==> config.mk <==
export PLATFORM = sky130hd
export DESIGN_NAME = positional_deque_unit_flat
export DESIGN_NICKNAME = d
export VERILOG_FILES = /design/src/design/pdq_pkg.sv /design/src/design/pdq_req_if.sv /design/src/design/pdq_rsp_if.sv /design/src/design/pdq_cell.sv /design/src/design/pdq_ctrl.sv /design/src/design/positional_deque_unit.sv /design/src/flat_wrapper.sv
export SDC_FILE = /design/constraint.sdc
export NUM_CORES = 1
export LEC_CHECK = 0
export BUFFER_PORTS_ARGS = -buffer_cell sky130_fd_sc_hd__buf_4
export CORE_ASPECT_RATIO = 0.75
export CORE_UTILIZATION = 55
export DETAILED_ROUTE_END_ITERATION = 16
export GPL_ROUTABILITY_DRIVEN = 0
export PLACE_DENSITY = 0.74
export SLEW_MARGIN = 10
export SYNTH_ARGS = -nofsm -noshare
export SYNTH_HDL_FRONTEND = slang
export SYNTH_SLANG_ARGS = --single-unit
export TNS_END_PERCENT = 10
==> constraint.sdc <==
create_clock -name clk_i -period 8.5 [get_ports clk_i]
set_input_delay 1.7 -clock clk_i [delete_from_list [all_inputs] [get_ports clk_i]]
set_output_delay 1.7 -clock clk_i [all_outputs]
set_load 0.01 [all_outputs]
==> src/design/pdq_pkg.sv <==
package pdq_pkg;

  localparam int unsigned DEPTH        = 8;
  localparam int unsigned DATA_WIDTH   = 32;
  localparam int unsigned VALUE_W      = 32;
  localparam int unsigned POSITION_W   = 4;
  localparam int unsigned ITEM_COUNT_W = 4;

  // Occupancy counter holds 0..DEPTH.
  localparam int unsigned COUNT_W = $clog2(DEPTH + 1);
  // Index of one cell.
  localparam int unsigned IDX_W   = (DEPTH > 1) ? $clog2(DEPTH) : 1;
  // Common width for position/count compares.
  localparam int unsigned CMP_W   = (COUNT_W > POSITION_W) ? COUNT_W : POSITION_W;

  typedef enum logic [2:0] {
    FN_PUSH_BACK  = 3'd0,
    FN_PUSH_FRONT = 3'd1,
    FN_INSERT_AT  = 3'd2,
    FN_POP_BACK   = 3'd3,
    FN_POP_FRONT  = 3'd4,
    FN_DELETE_AT  = 3'd5,
    FN_CLEAR      = 3'd6,
    FN_QUERY      = 3'd7
  } func_e;

  typedef enum logic [1:0] {
    ST_OK     = 2'd0,
    ST_FULL   = 2'd1,
    ST_EMPTY  = 2'd2,
    ST_BADPOS = 2'd3
  } status_e;

  typedef logic [DATA_WIDTH-1:0] word_t;

  // Broadcast to every cell: shift direction, target position and new word.
  typedef struct packed {
    logic             ins;
    logic             del;
    logic [CMP_W-1:0] pos;
    word_t            data;
  } cell_cmd_t;

  // Keep the low DATA_WIDTH bits of a request word, zero-fill above.
  function automatic word_t value_to_word(input logic [VALUE_W-1:0] v);
    word_t w;
    for (int i = 0; i < DATA_WIDTH; i++) begin
      w[i] = (i < VALUE_W) ? v[i] : 1'b0;
    end
    return w;
  endfunction

  function automatic logic [VALUE_W-1:0] word_to_value(input word_t w);
    logic [VALUE_W-1:0] v;
    for (int i = 0; i < VALUE_W; i++) begin
      v[i] = (i < DATA_WIDTH) ? w[i] : 1'b0;
    end
    return v;
  endfunction

endpackage

==> src/design/pdq_req_if.sv <==
interface pdq_req_if;
  import pdq_pkg::*;

  logic                          valid;
  logic                          ready;
  logic [2:0]                    func;
  logic signed [VALUE_W-1:0]     value;
  logic [POSITION_W-1:0]         position;

  modport source (output valid, func, value, position, input ready);
  modport sink   (input valid, func, value, position, output ready);
endinterface

==> src/design/pdq_rsp_if.sv <==
interface pdq_rsp_if;
  import pdq_pkg::*;

  logic                          valid;
  logic                          ready;
  logic [1:0]                    status;
  logic [ITEM_COUNT_W-1:0]       item_count;
  logic signed [VALUE_W-1:0]     front_value;
  logic signed [VALUE_W-1:0]     back_value;

  modport source (output valid, status, item_count, front_value, back_value, input ready);
  modport sink   (input valid, status, item_count, front_value, back_value, output ready);
endinterface

==> src/design/pdq_cell.sv <==
module pdq_cell (
  input  logic                      clk_i,
  input  logic [pdq_pkg::CMP_W-1:0] idx_i,
  input  pdq_pkg::cell_cmd_t        cmd_i,
  input  pdq_pkg::word_t            left_i,   // neighbor toward the front
  input  pdq_pkg::word_t            right_i,  // neighbor toward the back
  output pdq_pkg::word_t            data_o
);
  import pdq_pkg::*;

  word_t data_q, data_d;

  always_comb begin
    data_d = data_q;
    if (cmd_i.ins) begin
      if (idx_i > cmd_i.pos) begin
        data_d = left_i;
      end else if (idx_i == cmd_i.pos) begin
        data_d = cmd_i.data;
      end
    end else if (cmd_i.del && (idx_i >= cmd_i.pos)) begin
      data_d = right_i;
    end
  end

  always_ff @(posedge clk_i) begin
    data_q <= data_d;
  end

  assign data_o = data_q;

endmodule

==> src/design/pdq_ctrl.sv <==
module pdq_ctrl (
  input  logic                           clk_i,
  input  logic                           rst_ni,
  input  logic                           accept_i,
  input  logic [2:0]                     func_i,
  input  logic [pdq_pkg::POSITION_W-1:0] position_i,
  input  logic [pdq_pkg::VALUE_W-1:0]    value_i,
  output pdq_pkg::cell_cmd_t             cmd_o,
  output logic [pdq_pkg::COUNT_W-1:0]    count_o,
  output logic [1:0]                     status_o
);
  import pdq_pkg::*;

  logic [COUNT_W-1:0] count_q, count_d;
  status_e            status_q, status_d;
  func_e              func;
  logic [CMP_W-1:0]   cnt_ext, pos_ext, tgt;
  logic               is_ins, is_del, is_clr, full, empty, pos_bad;

  assign func    = func_e'(func_i);
  assign cnt_ext = CMP_W'(count_q);
  assign pos_ext = CMP_W'(position_i);
  assign full    = (count_q == COUNT_W'(DEPTH));
  assign empty   = (count_q == '0);

  // Operation decode: which way to shift and where.
  always_comb begin
    is_ins = 1'b0;
    is_del = 1'b0;
    is_clr = 1'b0;
    tgt    = pos_ext;
    case (func)
      FN_PUSH_BACK:  begin is_ins = 1'b1; tgt = cnt_ext; end
      FN_PUSH_FRONT: begin is_ins = 1'b1; tgt = '0;      end
      FN_INSERT_AT:  begin is_ins = 1'b1;                end
      FN_POP_BACK:   begin is_del = 1'b1; tgt = cnt_ext - 1'b1; end
      FN_POP_FRONT:  begin is_del = 1'b1; tgt = '0;      end
      FN_DELETE_AT:  begin is_del = 1'b1;                end
      FN_CLEAR:      begin is_clr = 1'b1;                end
      default:       ;
    endcase
  end

  // Full/empty checks take priority over the position check.
  always_comb begin
    pos_bad  = is_ins ? (tgt > cnt_ext) : (tgt >= cnt_ext);
    status_d = ST_OK;
    if (is_ins) begin
      status_d = full ? ST_FULL : (pos_bad ? ST_BADPOS : ST_OK);
    end else if (is_del) begin
      status_d = empty ? ST_EMPTY : (pos_bad ? ST_BADPOS : ST_OK);
    end
  end

  always_comb begin
    cmd_o.ins  = accept_i && is_ins && (status_d == ST_OK);
    cmd_o.del  = accept_i && is_del && (status_d == ST_OK);
    cmd_o.pos  = tgt;
    cmd_o.data = value_to_word(value_i);
  end

  always_comb begin
    count_d = count_q;
    if (accept_i) begin
      if (is_clr) begin
        count_d = '0;
      end else if (cmd_o.ins) begin
        count_d = count_q + 1'b1;
      end else if (cmd_o.del) begin
        count_d = count_q - 1'b1;
      end
    end
  end

  always_ff @(posedge clk_i or negedge rst_ni) begin
    if (!rst_ni) begin
      count_q  <= '0;
      status_q <= ST_OK;
    end else begin
      count_q <= count_d;
      if (accept_i) begin
        status_q <= status_d;
      end
    end
  end

  assign count_o  = count_q;
  assign status_o = status_q;

  a_count_bound: assert property (@(posedge clk_i) disable iff (!rst_ni)
    count_q <= COUNT_W'(DEPTH))
    else $error("occupancy above depth");

  a_one_shift: assert property (@(posedge clk_i) disable iff (!rst_ni)
    !(cmd_o.ins && cmd_o.del))
    else $error("insert and delete in one cycle");

  a_ins_count: assert property (@(posedge clk_i) disable iff (!rst_ni)
    cmd_o.ins |=> (count_q == $past(count_q) + 1'b1) && (status_q == ST_OK))
    else $error("insert did not grow the list");

  a_clear: assert property (@(posedge clk_i) disable iff (!rst_ni)
    (accept_i && is_clr) |=> (count_q == '0))
    else $error("clear left items behind");

  a_reject_hold: assert property (@(posedge clk_i) disable iff (!rst_ni)
    (accept_i && (status_d != ST_OK)) |=> $stable(count_q))
    else $error("rejected request changed the count");

endmodule

==> src/design/positional_deque_unit.sv <==
// A result is presented in the cycle after its request is accepted.
// Throughput: one request per cycle while the response side takes results;
// every insert or delete, positional ones included, finishes in one shift of the cell row.
// Reset (rst_ni low, asynchronous): the list empties and no result is pending;
// cell contents are not cleared and are never shown until written.
module positional_deque_unit (
  input  logic       clk_i,
  input  logic       rst_ni,
  pdq_req_if.sink    req_i,
  pdq_rsp_if.source  rsp_o
);
  import pdq_pkg::*;

  // Output register control: a new request is taken whenever the previous
  // result has left or is leaving in this cycle.
  logic               rsp_valid_q, rsp_valid_d;
  logic               accept;

  // Cell row, cell 0 is the front of the list.
  word_t              cell_data [DEPTH];
  cell_cmd_t          cmd;
  logic [COUNT_W-1:0] count;
  logic [1:0]         status;
  logic [IDX_W-1:0]   back_idx;

  assign req_i.ready = !rsp_valid_q || rsp_o.ready;
  assign accept      = req_i.valid && req_i.ready;

  pdq_ctrl u_ctrl (
    .clk_i      (clk_i),
    .rst_ni     (rst_ni),
    .accept_i   (accept),
    .func_i     (req_i.func),
    .position_i (req_i.position),
    .value_i    (req_i.value),
    .cmd_o      (cmd),
    .count_o    (count),
    .status_o   (status)
  );

  // Each cell takes its left neighbor on insert, its right neighbor on delete; the row ends
  // are tied off to zero: the front end is never selected, the back end only refills a cell past the count.
  for (genvar g = 0; g < DEPTH; g++) begin : g_cell
    pdq_cell u_cell (
      .clk_i   (clk_i),
      .idx_i   (CMP_W'(g)),
      .cmd_i   (cmd),
      .left_i  ((g == 0) ? word_t'('0) : cell_data[(g == 0) ? 0 : g - 1]),
      .right_i ((g == DEPTH - 1) ? word_t'('0)
                                 : cell_data[(g == DEPTH - 1) ? g : g + 1]),
      .data_o  (cell_data[g])
    );
  end

  always_comb begin
    rsp_valid_d = rsp_valid_q;
    if (accept) begin
      rsp_valid_d = 1'b1;
    end else if (rsp_o.ready) begin
      rsp_valid_d = 1'b0;
    end
  end

  always_ff @(posedge clk_i or negedge rst_ni) begin
    if (!rst_ni) begin
      rsp_valid_q <= 1'b0;
    end else begin
      rsp_valid_q <= rsp_valid_d;
    end
  end

  // The cells only move on an accepted request, which also reloads the
  // result, so a pending result can be read straight off the row.
  assign back_idx = IDX_W'(count - 1'b1);

  assign rsp_o.valid       = rsp_valid_q;
  assign rsp_o.status      = status;
  assign rsp_o.item_count  = ITEM_COUNT_W'(count);
  assign rsp_o.front_value = (count == '0) ? '0 : word_to_value(cell_data[0]);
  assign rsp_o.back_value  = (count == '0) ? '0 : word_to_value(cell_data[back_idx]);

  a_rsp_hold: assert property (@(posedge clk_i) disable iff (!rst_ni)
    (rsp_valid_q && !rsp_o.ready) |-> !accept)
    else $error("request taken while result stalled");

  a_no_shift_stall: assert property (@(posedge clk_i) disable iff (!rst_ni)
    (cmd.ins || cmd.del) |-> accept)
    else $error("cell row moved without a request");

  a_result_follows: assert property (@(posedge clk_i) disable iff (!rst_ni)
    accept |=> rsp_valid_q)
    else $error("accepted request produced no result");

endmodule

==> src/flat_wrapper.sv <==
// flat-port wrapper written by rule: the top's interface ports become plain ports
module positional_deque_unit_flat import pdq_pkg::*;
  (clk_i, rst_ni, req_i_valid, req_i_func, req_i_value, req_i_position, req_i_ready, rsp_o_valid, rsp_o_status, rsp_o_item_count, rsp_o_front_value, rsp_o_back_value, rsp_o_ready);
  pdq_req_if req_i_i ();
  pdq_rsp_if rsp_o_i ();
  input  logic clk_i;
  input  logic rst_ni;
  input wire logic [$bits(req_i_i.valid)-1:0] req_i_valid;
  input wire logic [$bits(req_i_i.func)-1:0] req_i_func;
  input wire logic [$bits(req_i_i.value)-1:0] req_i_value;
  input wire logic [$bits(req_i_i.position)-1:0] req_i_position;
  output wire logic [$bits(req_i_i.ready)-1:0] req_i_ready;
  output wire logic [$bits(rsp_o_i.valid)-1:0] rsp_o_valid;
  output wire logic [$bits(rsp_o_i.status)-1:0] rsp_o_status;
  output wire logic [$bits(rsp_o_i.item_count)-1:0] rsp_o_item_count;
  output wire logic [$bits(rsp_o_i.front_value)-1:0] rsp_o_front_value;
  output wire logic [$bits(rsp_o_i.back_value)-1:0] rsp_o_back_value;
  input wire logic [$bits(rsp_o_i.ready)-1:0] rsp_o_ready;
  assign req_i_i.valid = req_i_valid;
  assign req_i_i.func = req_i_func;
  assign req_i_i.value = req_i_value;
  assign req_i_i.position = req_i_position;
  assign req_i_ready = req_i_i.ready;
  assign rsp_o_valid = rsp_o_i.valid;
  assign rsp_o_status = rsp_o_i.status;
  assign rsp_o_item_count = rsp_o_i.item_count;
  assign rsp_o_front_value = rsp_o_i.front_value;
  assign rsp_o_back_value = rsp_o_i.back_value;
  assign rsp_o_i.ready = rsp_o_ready;
  positional_deque_unit u_core (.clk_i(clk_i), .rst_ni(rst_ni), .req_i(req_i_i), .rsp_o(rsp_o_i));
endmodule
Word level (Yosys, flattened, before mapping)

Index checks and enable logic that the tools add are counted.

Register bits: 263
Latch bits: 0
Bits in writable memories: 0
Memory bits (read-only): 0
Output and inout bits: 72
Word-level logic and storage cells: 148
Memories kept: 0

$add $sub $neg: 2
$mul: 0
Div/mod/pow operators: 0
$lt $le $gt $ge: 19
Equality and inequality tests: 22
Shift-type cells: 0
Muxes and demuxes: 52
Bitwise gates (word level): 1
Reduce and logical (&&, ||, !) cells: 41

Operators by type and width:

| kind                                                                           | count |
|---|---|
| 32-bit two-way mux                                                             | 36 |
| 32-bit binary-select mux with 3-bit select                                     | 1 |
| 3-bit inequality test, second input constant                                   | 8 |
| 2-bit AND reduction                                                            | 9 |
| 2-bit nonzero test                                                             | 9 |
| 3-bit by 4-bit == test with 1-bit output, first input constant                 | 4 |
| 3-bit by 4-bit >= comparator with 1-bit output, first input constant           | 4 |
| 3-bit by 4-bit greater-than comparator with 1-bit output, first input constant | 4 |
| 1-bit logical AND                                                              | 13 |
| 4-bit two-way mux                                                              | 3 |
| 4-bit one-hot mux with 3 select lines                                          | 1 |
| 2-bit two-way mux                                                              | 5 |
| 3-bit == test, second input constant                                           | 3 |
| 2-bit by 4-bit == test with 1-bit output, first input constant                 | 2 |
| 1-bit by 4-bit >= comparator with 1-bit output, first input constant           | 2 |
| 2-bit by 4-bit >= comparator with 1-bit output, first input constant           | 2 |
| 1-bit by 4-bit greater-than comparator with 1-bit output, first input constant | 2 |
| 2-bit by 4-bit greater-than comparator with 1-bit output, first input constant | 2 |
| 4-bit zero test                                                                | 2 |
| 3-bit by 2-bit == test with 1-bit output, second input constant                | 2 |
| 1-bit two-way mux                                                              | 6 |
| 3-bit OR reduction                                                             | 2 |
| 4-bit by 1-bit adder with 4-bit output, second input constant                  | 1 |
| 1-bit by 4-bit == test with 1-bit output, first input constant                 | 1 |
| 13 further kinds                                                               | 13 |

Depth between registers and ports, before layout

Word-level depth: 14
Mapped depth: 19

Modules after synthesis

Synthesis repeated with hierarchy kept, for this count alone.

Cell total of the unflattened synthesis: 2522
Area total of the unflattened synthesis: 23252.3 µm²

Modules (own cells, without submodules):

| module                | times used | cells an instance | area an instance (µm²) |
|---|---|---|---|
| pdq_cell              | 8          | 270               | 2478.6 |
| positional_deque_unit | 1          | 232               | 2361.0 |
| pdq_ctrl              | 1          | 130               | 1062.3 |

Least setup slack after synthesis

No wires, ideal clock.

Path kind: input to register
From: input port req_i_func[2]
To: register u_core.g_cell[0].u_cell.data_q[0] (enable)
Setup time: 0.461 ns
Data arrival time: 6.375 ns
Setup slack: 1.664 ns
Stages: 12
Cell sequence: buf_6 nand2b_1 o22ai_1 a222oi_1 ha_1 nand2b_1 a2111oi_2 nor3_1 o31ai_1 nand3_1 clkbuf_1 nor3_1

Word-level cells in the longest chain between the ends: 14

RTL lines:

| item                                                                             | RTL line                       | source |
|---|---|---|
| start, declared                                                                  | flat_wrapper.sv:9              | `input wire logic [$bits(req_i_i.func)-1:0] req_i_func;` |
| 3-bit == test / 3-bit by 1-bit == test with 1-bit output (equally long branches) | pdq_ctrl.sv:32                 | `case (func)` |
| 2-bit OR reduction (no source line)                                              | -                              |  |
| 4-bit one-hot mux with 3 select lines                                            | pdq_ctrl.sv:32                 |  |
| 4-bit >= comparator / 4-bit greater-than comparator (equally long branches)      | pdq_ctrl.sv:46                 | `pos_bad = is_ins ? (tgt > cnt_ext) : (tgt >= cnt_ext);` |
| 1-bit two-way mux                                                                | pdq_ctrl.sv:46                 |  |
| 2-bit two-way mux                                                                | pdq_ctrl.sv:49, pdq_ctrl.sv:51 |  |
| 2-bit two-way mux                                                                | pdq_ctrl.sv:51                 | `status_d = empty ? ST_EMPTY : (pos_bad ? ST_BADPOS : ST_OK);` |
| 2-bit two-way mux                                                                | pdq_ctrl.sv:50                 | `end else if (is_del) begin` |
| 2-bit two-way mux                                                                | pdq_ctrl.sv:48                 | `if (is_ins) begin` |
| 2-bit zero test                                                                  | pdq_ctrl.sv:56, pdq_ctrl.sv:57 |  |
| 1-bit logical AND                                                                | pdq_ctrl.sv:57                 | `cmd_o.del = accept_i && is_del && (status_d == ST_OK);` |
| 1-bit logical AND                                                                | pdq_cell.sv:21                 | `end else if (cmd_i.del && (idx_i >= cmd_i.pos)) begin` |
| 2-bit nonzero test (no source line)                                              | -                              |  |
| 2-bit AND reduction (no source line) (*)                                         | -                              |  |
| end signal, assigned                                                             | pdq_cell.sv:27                 | `data_q <= data_d;` |
| end, declared                                                                    | pdq_cell.sv:11                 | `word_t data_q, data_d;` |

Every way passes the cells marked *; elsewhere a longest branch is shown, timed or not.
A chain may end at the register's enable or synchronous reset.

Worst setup path after layout

From: input port req_i_func[2]
To: register u_core.g_cell[4].u_cell.data_q[14] (enable)

Word-level cells in the longest chain between the ends: 14

RTL lines:

| item                                                                             | RTL line |
|---|---|
| 3-bit == test / 3-bit by 1-bit == test with 1-bit output (equally long branches) | pdq_ctrl.sv:32 |
| 2-bit OR reduction (no source line)                                              | - |
| 4-bit one-hot mux with 3 select lines                                            | pdq_ctrl.sv:32 |
| 4-bit >= comparator / 4-bit greater-than comparator (equally long branches)      | pdq_ctrl.sv:46 |
| 1-bit two-way mux                                                                | pdq_ctrl.sv:46 |
| 2-bit two-way mux                                                                | pdq_ctrl.sv:49, pdq_ctrl.sv:51 |
| 2-bit two-way mux                                                                | pdq_ctrl.sv:51 |
| 2-bit two-way mux                                                                | pdq_ctrl.sv:50 |
| 2-bit two-way mux                                                                | pdq_ctrl.sv:48 |
| 2-bit zero test                                                                  | pdq_ctrl.sv:56, pdq_ctrl.sv:57 |
| 1-bit logical AND                                                                | pdq_ctrl.sv:57 |
| 1-bit logical AND                                                                | pdq_cell.sv:21 |
| 2-bit nonzero test (no source line)                                              | - |
| 2-bit AND reduction (no source line) (*)                                         | - |
| end signal, assigned                                                             | pdq_cell.sv:27 |
| end, declared                                                                    | pdq_cell.sv:11 |

Marks and branches as above.

==> flow_metrics.tcl <==
set metrics [dict create \
    final_common_cell "nand2_1" \
    root_buffer "clkbuf_16" \
    finalHoldViolations 0 \
    start_util 0.569 \
    h-tree-depth 1 \
    rows 52 \
    wl_um 39100 \
    drive_gt1_frac 0.210 \
    cts_inserted_buffers 26 \
    synthFlopType "edfxtp_1" \
    start_kind "primary input" \
    status "completed" \
    slew-limit-headroom 0.255 \
    setup-tns-final_ns 0 \
    clock_latency_ns 0.53 \
    drt_iter0_drc 1352 \
    min_path_type "register to register" \
    gr-total-overflow 0 \
    synth.distinct_cells 53 \
    synthArstFlopShare 0.0266 \
    die_w_um 196 \
    vias_per_cell 6.18 \
    yosysSeqAreaShare 0.505 \
    grt_pass1_wl_um 61400 \
    reg2reg_from "u_core.u_ctrl.count_o[0]$_DFFE_PN0P_" \
    area_delta_synth_final_pct 13.3 \
    whs_ns 0.507 \
    setup_viol 0 \
    critical_path.max_fanout 23 \
    nets 1447 \
    hold_buffers 0 \
    grt_pass1_vias 10700 \
    cap_violations 0 \
    layout_min_cycle_time_ns 6.02 \
    vdd_drop_max_mv 0.311 \
    fillCellCount 2097 \
    worst-endpoint-arrival_ns 6.24 \
    period_share 0.708 \
    avgSynthCellArea_um2 11.6 \
    grt_max_degree 171 \
    power.density_nw_per_um2 338 \
    vias 11100 \
    cts_sinks 263 \
    worstPathRequired_ns 8.73 \
    drt-wirelength-per-cell_um 21.8 \
    cts_tree "yes" \
    die_y_um 148 \
    worstMarginPinSlew_ns 1.12 \
    drc 0 \
    synth_edf_count 256 \
    synth_warnings 0 \
    post_cts_buffers 0 \
    final_cell_mix "264 x nand2_1, 256 x edfxtp_1, 226 x mux2i_1, 136 x buf_4, 110 x o21ai_0" \
    dieArea_um2 29000 \
    fin_skew_ns 0.00877 \
    grtUsageTotal 0.270 \
    syn_inst 1338 \
    firstDrtPassIters 5 \
    pin_count 115 \
    io_buffers 114 \
    synth_nets 1387 \
    min_from "u_core.u_ctrl.status_o[1]$_DFFE_PN0P_" \
    clk_pin_slew_ns 0.06 \
    fmax_ghz 0.166 \
    core_um2 27400 \
    ys_ff_latch 263 \
    drv_slew 0 \
    cp-end-kind "register" \
    drtAntennaViolNets 0 \
    p_leak_uw 0.00695 \
    num_antenna_cells 0 \
    syn-cell-area_um2 15600 \
    antenna_found_initial 0 \
    cts_buffer_depth 3 \
    post-dp-hpwl_um 23900 \
    rsz0062_at_grt "no" \
    path_class "primary input to register" \
    startpoint "req_i_func[2]" \
    cts_resized 0 \
]
==> kinds of logic (layout without fill, tap and decap cells) <==
group | count (synthesis) | in the layout | synth area share
and+or+nand+nor | 368 | 368 | 0.0991
muxes | 322 | 322 | 0.261
DFF | 263 | 263 | 0.505
AOI/OAI and AO/OA | 257 | 257 | 0.0896
buffers and inverters | 118 | 197 | 0.0379
adders and majority gates | 6 | 6 | 0.00482
xor gates and xnor gates | 4 | 4 | 0.00273
==> Yosys cell counts, types with 4 or more instances <==
master | count | area (um2)
buf_2 | 43 | 215
nor3_1 | 6 | 30.0
a21oi_1 | 34 | 170
nor2_1 | 43 | 161
buf_1 | 4 | 15.0
mux2i_1 | 226 | 2260
nand2b_1 | 7 | 43.8
o21ai_0 | 110 | 551
mux4_2 | 64 | 1440
buf_4 | 14 | 105
edfxtp_1 | 256 | 7690
mux2_2 | 32 | 360
nand2_1 | 264 | 991
ha_1 | 6 | 75.1
inv_1 | 10 | 37.5
o21ai_1 | 87 | 435
nor2b_1 | 33 | 206
dfrtp_1 | 7 | 175
clkbuf_1 | 41 | 154
a21o_1 | 4 | 30.0
==> flip-flops by register name, indices dropped and copies added (netlist names) <==
| name | cells |
|---|---|
| u_core.u_ctrl.status_o | 2 |
| u_core.u_ctrl.count_o | 4 |
| u_core.g_cell.u_cell.data_o | 256 |
| u_core.rsp_o.valid | 1 |
==> final cells by class <==
class	count	area [um2]	area share
Clock buffer	30	687	0.0389
Clock inverter	17	282	0.0160
Inverter	12	45.0	0.00255
Multi-Input combinational cell	957	7230	0.410
Sequential cell	263	7870	0.446
Tap cell	378	473	0.0268
Timing Repair Buffer	138	1060	0.0601
==> worst max-delay path, stage by stage <==
cell	delay, ns
buf_4	0.14
nand2b_1	0.14
o22ai_1	0.08
a222oi_1	0.60
ha_1	0.35
nand2b_1	0.17
a2111oi_2	0.41
nor3_1	0.13
o31ai_1	0.40
nand3_1	0.77
nor2_4	0.99
buf_4	0.34
==> routing by layer <==
layer | vias to the layer above | wire length, um | GRT usage
li1 | 5082 | - | -
met1 | 5476 | 18100 | 0.415
met2 | 485 | 17800 | 0.416
met3 | 52 | 2540 | 0.0315
met4 | 0 | 669 | 0.0539
met5 | - | 0 | 0
==> worst paths after layout <==
kind	endpoint	slack [ns]	cells after the start
setup / recovery	u_core.g_cell[4].u_cell.data_o[14]$_DFFE_PP_	2.48	12
hold / removal	u_core.u_ctrl.status_o[1]$_DFFE_PN0P_	0.51	2
setup reg to reg	u_core.g_cell[4].u_cell.data_o[14]$_DFFE_PP_	2.81	13
hold reg to reg	u_core.u_ctrl.status_o[1]$_DFFE_PN0P_	0.51	2
max in group asynchronous	u_core.u_ctrl.count_o[0]$_DFFE_PN0P_	7.40	1
min in group asynchronous	u_core.rsp_o.valid$_DFFE_PN0P_	0.96	1
==> per-stage QoR <==
step / instances / setup slack (ns) / utilization / power, uW / instance area, um2
floorplan: 1338 / 1.66 / - / 3630 / 15600
global placement: 1748 / 2.10 / 0.609 / 4600 / 16700
detailed placement: 1748 / 2.01 / 0.609 / 4650 / 16700
CTS: 1795 / 2.55 / 0.644 / 5980 / 17600
global route: 1795 / 2.23 / 0.644 / 6240 / 17600
finish: 1795 / 2.48 / 0.644 / 5960 / 17600
==> power breakdown <==
group	switching, uW	internal, uW	leakage (uW)
Clock	505	819	0.000469
Combinational	1590	1220	0.00407
Sequential	155	1680	0.00242
Power figures use the tool's default switching activity.
